File: config.mk
export PLATFORM = sky130hd
export DESIGN_NAME = rtc_vec_cell
export DESIGN_NICKNAME = d
export VERILOG_FILES = /design/src/hw/rtl/rtc_pkg.sv /design/src/hw/rtl/rtc_vec_cell.sv
export SDC_FILE = /design/constraint.sdc
export NUM_CORES = 1
export LEC_CHECK = 0
export ABC_AREA = 1
export BUFFER_PORTS_ARGS = -buffer_cell sky130_fd_sc_hd__clkbuf_2
export CORE_MARGIN = 10
export CORE_UTILIZATION = 27
export CTS_BUF_LIST = sky130_fd_sc_hd__clkbuf_2 sky130_fd_sc_hd__clkbuf_4 sky130_fd_sc_hd__clkbuf_8
export DETAILED_ROUTE_END_ITERATION = 6
export PLACE_DENSITY = 0.48
export REMOVE_ABC_BUFFERS = 1
export SLEW_MARGIN = 30
export SYNTH_ARGS = -nofsm -noshare
export SYNTH_HDL_FRONTEND = slang
export SYNTH_SLANG_ARGS = --single-unit
File: constraint.sdc
create_clock -name clock -period 2.3 [get_ports clock]
set_input_delay 0.46 -clock clock [delete_from_list [all_inputs] [get_ports clock]]
set_output_delay 0.46 -clock clock [all_outputs]
set_load 0.005 [all_outputs]
File: src/hw/rtl/rtc_pkg.sv
package rtc_pkg;

   localparam int CORDIC_STAGES_DEFAULT   = 16;
   localparam int COMPONENT_WIDTH_DEFAULT = 16;
   localparam logic [15:0] EPSILON_SQUARED_RESET = 16'd7;

   // Arctangent of 2^-i in units of 2^32 per turn.
   localparam logic [31:0] ATAN_TURNS [24] = '{
      32'h20000000, 32'h12E4051E, 32'h09FB385B, 32'h051111D4, 32'h028B0D43,
      32'h0145D7E1, 32'h00A2F61E, 32'h00517C55, 32'h0028BE53, 32'h00145F2F,
      32'h000A2F98, 32'h000517CC, 32'h00028BE6, 32'h000145F3, 32'h0000A2FA,
      32'h0000517D, 32'h000028BE, 32'h0000145F, 32'h00000A30, 32'h00000518,
      32'h0000028C, 32'h00000146, 32'h000000A3, 32'h00000051
   };

   typedef enum logic [1:0] {
      PATH_ROTATED  = 2'd0,
      PATH_FALLBACK = 2'd1,
      PATH_DESIRED  = 2'd2,
      PATH_ZERO     = 2'd3
   } path_type;

   typedef struct packed {
      logic signed [15:0] heading_x;
      logic signed [15:0] heading_y;
      logic signed [15:0] desired_x;
      logic signed [15:0] desired_y;
      logic        [15:0] max_turn;
      logic signed [15:0] fallback_x;
      logic signed [15:0] fallback_y;
   } req_type;

   typedef struct packed {
      logic signed [15:0] dir_x;
      logic signed [15:0] dir_y;
      logic        [1:0]  path_taken;
      logic               turn_clamped;
   } rsp_type;

   // Control that rides along with each transaction through the cells.
   typedef struct packed {
      logic        valid;
      path_type    path;
      logic        clamped;
      logic        flip;
      logic [15:0] max_turn;
   } side_type;

endpackage

File: src/hw/rtl/rtc_vec_cell.sv
module rtc_vec_cell #(
   parameter int VW    = 19,
   parameter int STAGE = 0
) (
   input  logic                   clock,
   input  logic                   reset,
   input  rtc_pkg::side_type      side_in,
   input  logic signed [VW-1:0]   ax_in,
   input  logic signed [VW-1:0]   ay_in,
   input  logic        [31:0]     az_in,
   input  logic signed [VW-1:0]   bx_in,
   input  logic signed [VW-1:0]   by_in,
   input  logic        [31:0]     bz_in,
   output rtc_pkg::side_type      side_ff,
   output logic signed [VW-1:0]   ax_ff,
   output logic signed [VW-1:0]   ay_ff,
   output logic        [31:0]     az_ff,
   output logic signed [VW-1:0]   bx_ff,
   output logic signed [VW-1:0]   by_ff,
   output logic        [31:0]     bz_ff
);
   import rtc_pkg::*;

   localparam logic [31:0] ATAN = ATAN_TURNS[STAGE];

   // One vectoring micro-rotation drives y toward zero.
   always_ff @(posedge clock) begin
      if (reset) begin
         side_ff.valid <= 1'b0;
      end else begin
         side_ff <= side_in;
      end
      if (ay_in >= 0) begin
         ax_ff <= ax_in + (ay_in >>> STAGE);
         ay_ff <= ay_in - (ax_in >>> STAGE);
         az_ff <= az_in + ATAN;
      end else begin
         ax_ff <= ax_in - (ay_in >>> STAGE);
         ay_ff <= ay_in + (ax_in >>> STAGE);
         az_ff <= az_in - ATAN;
      end
      if (by_in >= 0) begin
         bx_ff <= bx_in + (by_in >>> STAGE);
         by_ff <= by_in - (bx_in >>> STAGE);
         bz_ff <= bz_in + ATAN;
      end else begin
         bx_ff <= bx_in - (by_in >>> STAGE);
         by_ff <= by_in + (bx_in >>> STAGE);
         bz_ff <= bz_in - ATAN;
      end
   end

endmodule

==> results.md <==
* Total CTS buffers at 17
* Pre-CTS setup slack at -30.2 ps
* Max H-tree Level at 4
* # setup viols final at 0
* Routed wire length at 38,300 um
* Rows at 73
* Cell taking the most area after synthesis: dfxtp_1
* RSZ-0062 raised after global routing: false
* Count of max-cap constraint violations at 0
* CORE AREA at between 30,000 and 40,000 um^2
* Chip width at ~220 um
* Synth Instances at about 1,500
* Crit end category: flop
* Post-CTS sizing at 0
* Status: completed
* Sequential-to-total area share from yosys stat at 0.309
* EDFF count, synth at 20
* CP max FO at 3
* Asr flop ratio synth at 0
* Layout cells sized above 1 at 0.260
* Initial core utilization at 0.275
* Largest net degree at the start of global routing at 35
* Setup TNS after final layout at 0 ps
* Chip Height at around 220 um
* Synth-to-Final Area Change at 30.2%
* Worst Tran Pin Value at between 400 and 500 ps
* Final nets at around 2,200
* Vias in the first global route at 10,990
* DR DRC count at 0
* Ant. Diodes at 0
* Slowest stage delay, CP at approximately 460 ps
* Fillers at roughly 4,300
* Tot Pwr at roughly 8 mW
* Slew margin rel. at 0.679
* Cell Pwr Density at approximately 570 nW/um^2
* Fin. max-slew vios at 0
* Worst path arrival time at approximately 2200 ps
* Period utilization at 0.787
* Worst hold slack at 52.4 ps
* Router iterations before antenna repair at 5
* Primary FF master, synth: dfxtp_1
* GRT Overall Usage at 0.153
* Final hold viol count at 0
* Post-route ant nets at 0
* Critical-path cell list: clkbuf_2, inv_1, ha_1, fa_1, o21bai_1, nand2_1, nand2_1, nor2_1, o31ai_1
* LEAKAGE at approximately 8 nW
* Synthesis-stage register bit count at ~160
* Yosys Warn Count at 0
* Synth unique cells at slightly above 40
* PnR worst setup slack at 491 ps
* # IOs at between 300 and 400
* Initial antenna violation count at 0
* VDD IR max at around 0.32 mV
* Remaining global-route overflow at 0
* FMAX at approximately 0.55 GHz
* CTS tree: done
* GPL Wtd Cong at ~0.9
* Startpoint Class: input port
* Area contributors post-synth: dfxtp_1, nand2_1, ha_1
* Clk buf depth at 2
* Via count at ~11,000
* WP data required at roughly 2700 ps
* Dpl hpwl at approximately 32,000 um
* Min cycle time layout at roughly 1800 ps
* IO Port Bufs at between 300 and 400
* Delay-heaviest family, CP: adder cells
* Routed len/inst at approximately 15 um
* Most frequent cell on the critical path: nand2_1
* Clock root cell: clkbuf_8
* Initial DRC Count at a little over 400
* Mean post-synth cell area at 7.15 um^2
* Final core utilization at 0.357
* Crit path max-delay cell type: fa_1
* Cts hold-fix bufs at 40
* HP Class: input port to flop
* WP buf/inv at 2
* Clock sink total at 159
* Post-synth top area share at 0.254
* First-pass GRT wire length at ~60,000 um
* Worst Path Class, Setup: input port to flop
* Vias/cell at 4.36
* Mapped Area at 11,000 um^2
* Die ar. at 49,000 um^2
* CTS clk-pin slew, worst paths at 90 ps
* Setup Fix Bufs, Post-CTS at 0
-- synthesized netlist by cell type (3+ instances only) --
cell type,count
a21o_1,8
a21oi_1,86
a21oi_2,14
and2_1,3
buf_2,13
buf_4,16
buf_6,13
clkbuf_1,3
dfxtp_1,139
edfxtp_1,20
fa_1,8
ha_1,118
inv_1,223
inv_2,4
mux2i_1,6
nand2_1,420
nand2_2,16
nand2_4,5
nand3_1,147
nand3_2,11
nand4_1,10
nor2_1,96
nor2_2,9
nor2_4,5
nor3_1,6
nor3_2,6
nor4_1,3
o21ai_0,46
o21ai_1,3
o21bai_1,15
o22ai_1,8
o31ai_1,5
or2_1,4
xnor2_1,10
xor2_1,23
-- cells in the final DEF, fill, tap and decap left out, types with 8 or more instances in the layout --
master         instances
dlygate4sd3_1         40
nand2_2               16
o21ai_0               46
clkbuf_8              18
inv_1                223
ha_1                 118
o21bai_1              15
nand3_1              147
clkbuf_2             323
xor2_1                23
a21o_1                 8
xnor2_1               10
nor2_1                96
buf_4                 80
o22ai_1                8
nor2_2                 9
fa_1                   8
nand4_1               10
nand2_1              420
nand3_2               11
a21oi_2               14
a21oi_1               86
dfxtp_1              139
edfxtp_1              20
-- state kept, by name (all words and copies together) (netlist names) --
name,count
az_ff,32
bz_ff,32
side_ff,21
ay_ff,19
by_ff,19
ax_ff,18
bx_ff,18
-- power by group --
part           internal, mW  total, mW  switching, mW
Clock                 0.831       2.05           1.22
Sequential             3.14       3.25          0.107
Combinational          1.15       2.80           1.65
Total                  5.12       8.10           2.97
-- cell type report --
class	count	area (um^2)	area share
inverters	229	860	0.0603
repair buffers	443	2620	0.183
clock inverters	13	124	0.00868
flip-flops and latches	159	3380	0.237
clock buffers	19	255	0.0179
well taps	525	657	0.0460
multi-input cells	1098	6370	0.446
-- routing by layer --
metal  global-route usage  part of all wire
met5                    0                 0
met4               0.0485             0.017
met3               0.0295             0.036
met2                0.266              0.49
met1                0.187              0.46
-- stage by stage --
stage | std cells | area [um^2]
finish | 2486 | 14300
global route | 2486 | 14300
CTS | 2486 | 14300
detailed placement | 2414 | 13500
global placement | 2414 | 13500
floorplan | 1486 | 10600
-- cell families after synthesis --
kind of cell,Yosys count,share of synthesized area
XOR/XNOR,33,0.0264
AO/OA/AOI/OAI,188,0.0984
flip-flops,159,0.309
AND/OR/NAND/NOR,745,0.302
adder cells (fa/ha/maj),126,0.149
multiplexers,6,0.00548
buffers and inverters,275,0.110
-- final timing paths --
kind | endpoint | cells past startpoint | slack (ps) | start
hold / removal | az_ff[22] | 1 | 50 | az_in[22]
setup / recovery | ay_ff[8] | 9 | 490 | ay_in[0]
Power figures use the tool's default switching activity.
