File: src/hw/rtl/rtc_pkg.sv
package rtc_pkg;

   localparam int CORDIC_STAGES_DEFAULT   = 16;
   localparam int COMPONENT_WIDTH_DEFAULT = 16;
   localparam logic [15:0] EPSILON_SQUARED_RESET = 16'd7;

   // Arctangent of 2^-i in units of 2^32 per turn.
   localparam logic [31:0] ATAN_TURNS [24] = '{
      32'h20000000, 32'h12E4051E, 32'h09FB385B, 32'h051111D4, 32'h028B0D43,
      32'h0145D7E1, 32'h00A2F61E, 32'h00517C55, 32'h0028BE53, 32'h00145F2F,
      32'h000A2F98, 32'h000517CC, 32'h00028BE6, 32'h000145F3, 32'h0000A2FA,
      32'h0000517D, 32'h000028BE, 32'h0000145F, 32'h00000A30, 32'h00000518,
      32'h0000028C, 32'h00000146, 32'h000000A3, 32'h00000051
   };

   typedef enum logic [1:0] {
      PATH_ROTATED  = 2'd0,
      PATH_FALLBACK = 2'd1,
      PATH_DESIRED  = 2'd2,
      PATH_ZERO     = 2'd3
   } path_type;

   typedef struct packed {
      logic signed [15:0] heading_x;
      logic signed [15:0] heading_y;
      logic signed [15:0] desired_x;
      logic signed [15:0] desired_y;
      logic        [15:0] max_turn;
      logic signed [15:0] fallback_x;
      logic signed [15:0] fallback_y;
   } req_type;

   typedef struct packed {
      logic signed [15:0] dir_x;
      logic signed [15:0] dir_y;
      logic        [1:0]  path_taken;
      logic               turn_clamped;
   } rsp_type;

   // Control that rides along with each transaction through the cells.
   typedef struct packed {
      logic        valid;
      path_type    path;
      logic        clamped;
      logic        flip;
      logic [15:0] max_turn;
   } side_type;

endpackage

File: src/hw/rtl/rtc_rot_cell.sv
module rtc_rot_cell #(
   parameter int RW    = 17,
   parameter int STAGE = 0
) (
   input  logic                 clock,
   input  logic                 reset,
   input  rtc_pkg::side_type    side_in,
   input  logic signed [RW-1:0] x_in,
   input  logic signed [RW-1:0] y_in,
   input  logic signed [32:0]   z_in,
   output rtc_pkg::side_type    side_ff,
   output logic signed [RW-1:0] x_ff,
   output logic signed [RW-1:0] y_ff,
   output logic signed [32:0]   z_ff
);
   import rtc_pkg::*;

   localparam logic signed [32:0] ATAN = {1'b0, ATAN_TURNS[STAGE]};

   // One rotation-mode micro-rotation drives the residual angle toward zero.
   always_ff @(posedge clock) begin
      if (reset) begin
         side_ff.valid <= 1'b0;
      end else begin
         side_ff <= side_in;
      end
      if (z_in >= 0) begin
         x_ff <= x_in - (y_in >>> STAGE);
         y_ff <= y_in + (x_in >>> STAGE);
         z_ff <= z_in - ATAN;
      end else begin
         x_ff <= x_in + (y_in >>> STAGE);
         y_ff <= y_in - (x_in >>> STAGE);
         z_ff <= z_in + ATAN;
      end
   end

endmodule

File: config.mk
export PLATFORM = sky130hd
export DESIGN_NAME = rtc_rot_cell
export DESIGN_NICKNAME = d
export VERILOG_FILES = /design/src/hw/rtl/rtc_pkg.sv /design/src/hw/rtl/rtc_rot_cell.sv
export SDC_FILE = /design/constraint.sdc
export NUM_CORES = 1
export LEC_CHECK = 0
export BUFFER_PORTS_ARGS = -buffer_cell sky130_fd_sc_hd__buf_2
export CORE_MARGIN = 2
export CORE_UTILIZATION = 40
export DETAILED_ROUTE_END_ITERATION = 10
export PLACE_DENSITY_LB_ADDON = 0.08
export SYNTH_ARGS = -nofsm -noshare
export SYNTH_HDL_FRONTEND = slang
export SYNTH_SLANG_ARGS = --single-unit
File: constraint.sdc
create_clock -name clock -period 2.9 [get_ports clock]
set_clock_uncertainty 0.2 [all_clocks]
set_input_delay 0.58 -clock clock [delete_from_list [all_inputs] [get_ports clock]]
set_output_delay 0.58 -clock clock [all_outputs]
set_load 0.02 [all_outputs]
==> flow_summary.toml, run 1 <==
[floorplanning]
io_pins = 178
dieArea_um2 = 12100
initial_utilization_pct = 41.1
fp.dieH_um = 110
die_w_um = 110
placeableCoreArea_um2 = 10900
num_rows = 38

[cells_and_area]
design_area_um2 = 5900
final_layout_size_suffix_gt1_share_pct = 36.9
fill_cells = 1018
fin_nets = 794
antenna_cells = 0
syn2layout_area_growth_pct = 31.8

[logic_synthesis]
yosys.area.top_type = "dfxtp_1"
yosysWarnings = 0
synth_seq_cells = 87
syn_area_um2 = 4480
synth-async-reset-ratio_pct = 0
synth.most_common_cell = "dfxtp_1"
synth_ff_type = "dfxtp_1"
synth_edf_count = 20
ys_types = 58
syn_nets = 593
syn_inst = 449
yosys-top-cells-count = "67 x dfxtp_1, 50 x ha_1, 49 x inv_1, 42 x a21oi_1, 30 x xnor2_1"
synth.top_cell.area_share_pct = 30.0
syn_area_per_cell_um2 = 9.97
synthTopCellsByArea = "dfxtp_1 30%, ha_1 14%, edfxtp_1 13%"
ys_seq_area_share_pct = 43.4

[clocking]
ctsResizeCount = 0
cts_tree = "built"
clkTransAtPathRegs_ns = 0.10
post_cts_buffers = 0
holdBufCountCts = 0
cts_buffers = 9
h-tree-depth = 3
clock-sinks = 87
cts_root_buffer = "clkbuf_8"
cts_buffer_depth = 2

[power_and_ir_drop]
p_int_mw = 2.19
pwr-share-seq_pct = 43.2
cellLeakagePower_nw = 2.88
switchingPower_mw = 1.12
p_clk_share_pct = 25.1
switching_share_pct = 33.8
ir_worst_vdd_mv = 0.328
power.density_nw_per_um2 = 562
pwr-share-comb_pct = 31.6
power_mw = 3.32

[timing]
fin_crit_sh_pct = 91.1
drv_slew = 0
setup_ws_ns = 0.257
worst_slew_pin_slew_ns = 0.688
rsz0062_at_grt = "no"
finalCriticalPeriod_ns = 2.64
fmax_mhz = 378
setup_viol = 0
holdWs_ns = 0.117
hold_viol = 0
relSlewSlack_pct = 54.1

[critical_path]
required_ns = 2.94
critPathLaunchType = "input port"
cp_max_fo = 8
worstPathArrival_ns = 2.68
endpoint_kind = "register"
critPathKind = "in2reg"
critPathLaunch = "x_in[4]"

[route]
viasPerCell = 4.90
initialDrtViolationCount = 214
drtAntennaViolNets = 0
drt_first_pass_iters = 6
drc = 0
num_vias = 3899
routed_wirelength_um = 11700
wl_per_cell_um = 14.8

[global_routing]
grt_pass1_vias = 3688
use_met3_pct = 4.74
grt.met2_usage_pct = 31.4
grt_use_total_pct = 19.2
grt_max_degree = 39
grt_busiest_layer = "met2"
antenna_found_initial = 0
grt_overflow_total = 0
grtUsageMet1_pct = 24.4
grt_pass1_wl_um = 17800

[min_path]
hold_path.class = "in2reg"
hp-start = "z_in[14]"

[placement]
port_buffers = 177
hpwl_um = 9990
dpl_cell_area_um2 = 5690
gp_congestion = 0.941
pre_cts_slack_ns = -0.210

[outcome]
status = "finished clean"

[run]
cap_violations = 0
## critical path, cell delays in order
cell      delay [ns]
buf_2           0.10
inv_1           0.04
ha_1            0.42
a21oi_1         0.38
o211ai_1        0.26
and3_1          0.26
o21ai_0         0.19
a221oi_1        0.12
xnor2_1         0.31
## layer usage
metal	up-vias	share of wire (%)
met4	0	1.7
met2	190	46
li1	1940	-
met1	1752	42
met5	-	0
met3	17	10
## cell families (layout without fill, tap and decap cells)
family	count (synthesis)	after routing	share of synthesized area, %
compound gates	125	125	19.0
flops	87	87	43.4
simple gates	74	74	8.08
buf+inv	73	279	6.65
fa+ha+maj	54	54	15.8
xor+xnor	32	32	6.26
mux	4	4	0.895
## sequential cells by signal (all words and copies together) (netlist names)
name     flops
x_ff        17
z_ff        33
side_ff     21
y_ff        16
## cell type report
class | instances | area (um^2) | share of cell area (%)
clock buffers | 10 | 149 | 2.52
clock inverters | 6 | 56.3 | 0.955
inverters | 53 | 201 | 3.42
multi-input cells | 289 | 2240 | 38.0
flip-flops and latches | 87 | 1940 | 32.9
well taps | 140 | 175 | 2.97
repair buffers | 210 | 1130 | 19.2
## metrics by stage
stage                     TNS, ns  util [%]  cells
after floorplan                 0         -    449
after global routing            0      54.2    795
after detailed placement   -0.578      52.2    779
final                           0      54.2    795
after CTS                       0      54.1    795
after global placement     -0.245      52.2    779
## power by group through the flow
| stage | Sequential (mW) | Clock [mW] | Combinational, mW |
|---|---|---|---|
| after floorplan | 1.68 | 0 | 0.427 |
| after global placement | 1.46 | 0 | 1.05 |
| after detailed placement | 1.47 | 0 | 1.05 |
| after CTS | 1.44 | 0.864 | 1.05 |
| after global routing | 1.45 | 0.915 | 1.14 |
| final | 1.43 | 0.833 | 1.05 |
## layout by cell type (no fill, tap or decap), drive strengths merged, types with 16 or more instances in the layout
cell | synthesis | final
buf | 11 | 210
dfxtp | 67 | 67
inv | 51 | 55
ha | 50 | 50
a21oi | 43 | 43
xnor2 | 30 | 30
edfxtp | 20 | 20
o21ai | 20 | 20
nor2 | 19 | 19
nand2 | 16 | 16
## final timing paths
check / to / cells after the start
worst max-delay path: x_ff[9] / 9
worst min-delay path: z_ff[14] / 1
(Power assumes the default switching activity.)
==> inputs of run 2 (changes only) <==
BUFFER_PORTS_ARGS = unset   (was -buffer_cell sky130_fd_sc_hd__buf_2)
DONT_BUFFER_PORTS = 1   (was unset)
==> run 2 against run 1 <==
Effect of this change:
- clock power is 3.7% lower
- largest power group unchanged
- fmax down 2.9%
- total power is 8.2% lower
- critical endpoint is now x_ff[16]
==> flow_summary.toml, run 2 (synthesis results as in run 1) <==
[critical_path]
crit_buf_inv = 1
critPathLaunchType = "input port"
path_cells = "inv_1 -> ha_1 -> fa_1 -> nand2b_1 -> a211oi_1 -> o21ai_0 -> o221ai_1 -> a21oi_1 -> a211oi_2 -> xnor2_1"
cp_max_fo = 3
critPathMaxStageDelay_ns = 0.42
required_ns = 2.99
crit_slowest_cell = "fa_1"
worstPathArrival_ns = 2.81
path_delay_family = "compound AO/OA/AOI/OAI gates"
worstSetupPathDepth = 10
endpoint_kind = "register"
critPathKind = "in2reg"

[placement]
hpwl_um = 9000
placedCellCount = 586
port_buffers = 0
gp_congestion = 0.915

[route]
drt_first_pass_iters = 5
drc = 0
viasPerCell = 5.30
drtAntennaViolNets = 0
wl_per_cell_um = 18.2
routed_wirelength_um = 11000
num_vias = 3190
initialDrtViolationCount = 254

[power_and_ir_drop]
power.density_nw_per_um2 = 624
ir_worst_vdd_mv = 0.390
cellLeakagePower_nw = 2.10

[floorplanning]
die_w_um = 110
placeableCoreArea_um2 = 10900
io_pins = 178
dieArea_um2 = 12100
fp.dieH_um = 110
initial_utilization_pct = 41.1
num_rows = 38

[cells_and_area]
antenna_cells = 0
layout.cells.most_common = "dfxtp_1"
syn2layout_area_growth_pct = 8.97
instances_no_fill = 602
fin_nets = 601
regMostFlops = "z_ff"
reg_top3 = "z_ff: 33 flops, side_ff: 21 flops, x_ff: 17 flops"
largest_reg_flops = 33
final_layout_size_suffix_gt1_share_pct = 10.4
final_cell_mix = "67 x dfxtp_1, 50 x ha_1, 49 x inv_1"

[timing]
rsz0062_at_grt = "no"
hold_viol = 0
fmax_mhz = 367
finalCriticalPeriod_ns = 2.72
drv_slew = 0
fin_tns_setup_ns = 0
worst_slew_pin_slew_ns = 0.705
fin_crit_sh_pct = 93.9
setup_viol = 0
relSlewSlack_pct = 53.0

[min_path]
hold_end = "z_ff[28]"
hp-start = "z_in[28]"
hold_path.class = "in2reg"
whs_path_depth = 0

[global_routing]
grt_pass1_vias = 2975
antenna_found_initial = 0
grt_overflow_total = 0
grt_use_total_pct = 17.5
grt_pass1_wl_um = 16000
grt_max_degree = 46

[clocking]
cts_buffer_depth = 2
cts_root_buffer = "clkbuf_8"
clock-sinks = 87
cts_tree = "built"
h-tree-depth = 3
post_cts_buffers = 0
cts_buffers = 9
clkTransAtPathRegs_ns = 0.09
ctsResizeCount = 0
holdBufCountCts = 0

[run]
cap_violations = 0

[outcome]
status = "finished clean"
-- run 2: cell types whose count changed in the layout (fill, tap and decap cells not counted), sizes merged --
cell	change
buf	-193
clkbuf	-1
clkinv	+1
clkinvlp	-1
inv	+1
-- run 2: how the worst max path moves through the flow --
| stage | from | endpoint | slack [ns] |
|---|---|---|---|
| finish | x_in[0] | x_ff[16] | 0.18 |
| global route | x_in[0] | x_ff[16] | 0.06 |
| CTS | x_in[0] | x_ff[16] | 0.21 |
| detailed placement | x_in[0] | x_ff[16] | -0.12 |
| global placement | x_in[0] | x_ff[16] | -0.02 |
| floorplan | x_in[0] | x_ff[16] | 0.22 |
-- run 2: metrics by stage --
| step | setup WS [ns] | hold WS, ns | instance area, um^2 | util [%] | total power, mW |
|---|---|---|---|---|---|
| finish | 0.177 | 0.0425 | 4880 | 44.8 | 3.04 |
| global route | 0.0617 | 0.0110 | 4880 | 44.8 | 3.21 |
| detailed placement | -0.124 | 0.408 | 4680 | 43.0 | 2.27 |
| global placement | -0.0162 | 0.408 | 4680 | 43.0 | 2.27 |
| CTS | 0.213 | 0.0189 | 4880 | 44.8 | 3.08 |
| floorplan | 0.224 | 0.408 | 4480 | - | 2.10 |
-- run 2: where the power goes --
group	internal (mW)	total (mW)	switching, mW
Combinational	0.243	0.560	0.316
Clock	0.338	0.802	0.464
Sequential	1.41	1.68	0.276
Total	1.99	3.04	1.06
-- run 2: final cells by class --
type	instances	area, um^2
clock buffer	9	124
clock inverter	7	71.3
fill	1036	6010
inverter	53	201
multi-input combinational	289	2240
sequential	87	1940
tap	140	175
timing repair buffer	17	128
-- run 2: per-layer routing --
layer / vias to the layer above / track usage (%) / wire [um]
met5: - / 0 / 0
met4: 0 / 5.88 / 135
met3: 9 / 4.62 / 1050
met2: 200 / 25.9 / 4780
met1: 1426 / 24.6 / 4990
li1: 1555 / - / -
==> inputs of run 3 (changes only) <==
CORE_UTILIZATION = 63   (was 40)
==> run 3 against run 2 <==
Effect of this change:
- sequential power barely moved
- fmax rose by 5.6%
- non-clock buffer count fell by 3
- count of clock-buffer cells in the layout did not move
- via count rose by 3.0%
- clock power rose by 1%
- total power rose by 0.44%
- cell area fell by 1.4%
==> flow_summary.toml, run 3 (synthesis results as in run 1) <==
[outcome]
status = "finished clean"

[timing]
finalCriticalPeriod_ns = 2.58
hold_viol = 0
fin_crit_sh_pct = 88.9
rsz0062_at_grt = "no"
setup_viol = 0
relSlewSlack_pct = 37.7
worst_slew_pin_slew_ns = 0.933
fmax_mhz = 388
drv_slew = 0
holdWs_ns = 0.0321

[power_and_ir_drop]
power.density_nw_per_um2 = 636
ir_worst_vdd_mv = 0.259
p_int_mw = 1.98
p_clk_share_pct = 26.6
switchingPower_mw = 1.07
pwr-share-seq_pct = 55.1
power_mw = 3.06
pwr-share-comb_pct = 18.3
cellLeakagePower_nw = 2.09
switching_share_pct = 35.1

[cells_and_area]
layout.cells.most_common = "dfxtp_1"
utilization_pct = 70.4
regMostFlops = "z_ff"
final_layout_size_suffix_gt1_share_pct = 9.80
syn2layout_area_growth_pct = 7.41
final_cell_mix = "67 x dfxtp_1, 50 x ha_1, 49 x inv_1"
largest_reg_flops = 33
fin_nets = 598
antenna_cells = 0
design_area_um2 = 4810
reg_top3 = "z_ff: 33 flops, side_ff: 21 flops, x_ff: 17 flops"
instances_no_fill = 555

[critical_path]
critPathKind = "in2reg"
critPathLaunch = "x_in[0]"
crit_buf_inv = 1
endpoint_kind = "register"
critPathMaxStageDelay_ns = 0.40
path_delay_family = "compound AO/OA/AOI/OAI gates"
path_cells = "inv_1 -> ha_1 -> fa_1 -> nand2b_1 -> a211oi_1 -> o21ai_0 -> o221ai_1 -> a21oi_1 -> a211oi_2 -> xnor2_1"
crit_slowest_cell = "fa_1"
worstPathArrival_ns = 2.68
endpoint = "x_ff[16]"
required_ns = 3.00
cp_max_fo = 3
critPathLaunchType = "input port"
worstSetupPathDepth = 10

[clocking]
cts_root_buffer = "clkbuf_8"
cts_tree = "built"
ctsResizeCount = 0
clock-sinks = 87
holdBufCountCts = 0
post_cts_buffers = 0
clkTransAtPathRegs_ns = 0.10
h-tree-depth = 3
cts_buffers = 9
cts_buffer_depth = 2

[route]
num_vias = 3287
drc = 0
viasPerCell = 5.92
drt_first_pass_iters = 5
wl_per_cell_um = 19.4
drtAntennaViolNets = 0
routed_wirelength_um = 10700
initialDrtViolationCount = 282

[placement]
gp_congestion = 0.940
port_buffers = 0
dpl_cell_area_um2 = 4600
placedCellCount = 539
hpwl_um = 8740

[global_routing]
grtUsageMet1_pct = 37.3
grt_pass1_wl_um = 15300
grt_overflow_total = 0
grt_max_degree = 46
grt_busiest_layer = "met2"
antenna_found_initial = 0
grt_use_total_pct = 26.3
grt_pass1_vias = 2996
grt.met2_usage_pct = 39.7
use_met3_pct = 5.88

[min_path]
hold_path.class = "in2reg"

[floorplanning]
initial_utilization_pct = 65.5
die_w_um = 88.3
num_rows = 30
io_pins = 178
placeableCoreArea_um2 = 6830
dieArea_um2 = 7790
fp.dieH_um = 88.3

[run]
cap_violations = 0
[run 3: cell type report]
cell class	count	area [um^2]
Multi-Input combinational cell	289	2240
Fill cell	573	2020
Sequential cell	87	1940
Inverter	53	201
Clock buffer	9	124
Tap cell	96	120
Timing Repair Buffer	14	105
Clock inverter	7	78.8
[run 3: how the worst min path moves through the flow]
stage / slack, ns / from / cells after the start / end
3_5_place_dp: 0.41 / z_in[7] / 0 / z_ff[7]
6_report: 0.03 / z_in[28] / 0 / z_ff[28]
3_3_place_gp: 0.41 / z_in[11] / 0 / z_ff[11]
4_1_cts: 0.02 / z_in[28] / 0 / z_ff[28]
5_1_grt: 0.01 / z_in[15] / 0 / z_ff[15]
2_1_floorplan: 0.41 / z_in[0] / 0 / z_ff[0]
[run 3: per-layer routing]
layer	up-vias	routed length, um	share of wire, %
li1	1550	-	-
met1	1511	4740	44
met2	203	4830	45
met3	23	975	9.1
met4	0	208	1.9
met5	-	0	0
[run 3: stage by stage]
step | TNS (ns) | worst slack, ns
2_1_floorplan | 0 | 0.224
5_1_grt | 0 | 0.187
4_1_cts | 0 | 0.338
3_5_place_dp | -0.0333 | -0.0333
6_report | 0 | 0.321
3_3_place_gp | 0 | 0.0951
[run 3: power by group through the flow]
| stage | clock network, mW | logic, mW | registers, mW |
|---|---|---|---|
| after floorplan | 0 | 0.427 | 1.68 |
| after global placement | 0 | 0.535 | 1.72 |
| after detailed placement | 0 | 0.544 | 1.72 |
| after CTS | 0.832 | 0.548 | 1.69 |
| after global routing | 0.880 | 0.612 | 1.70 |
| final | 0.813 | 0.558 | 1.68 |
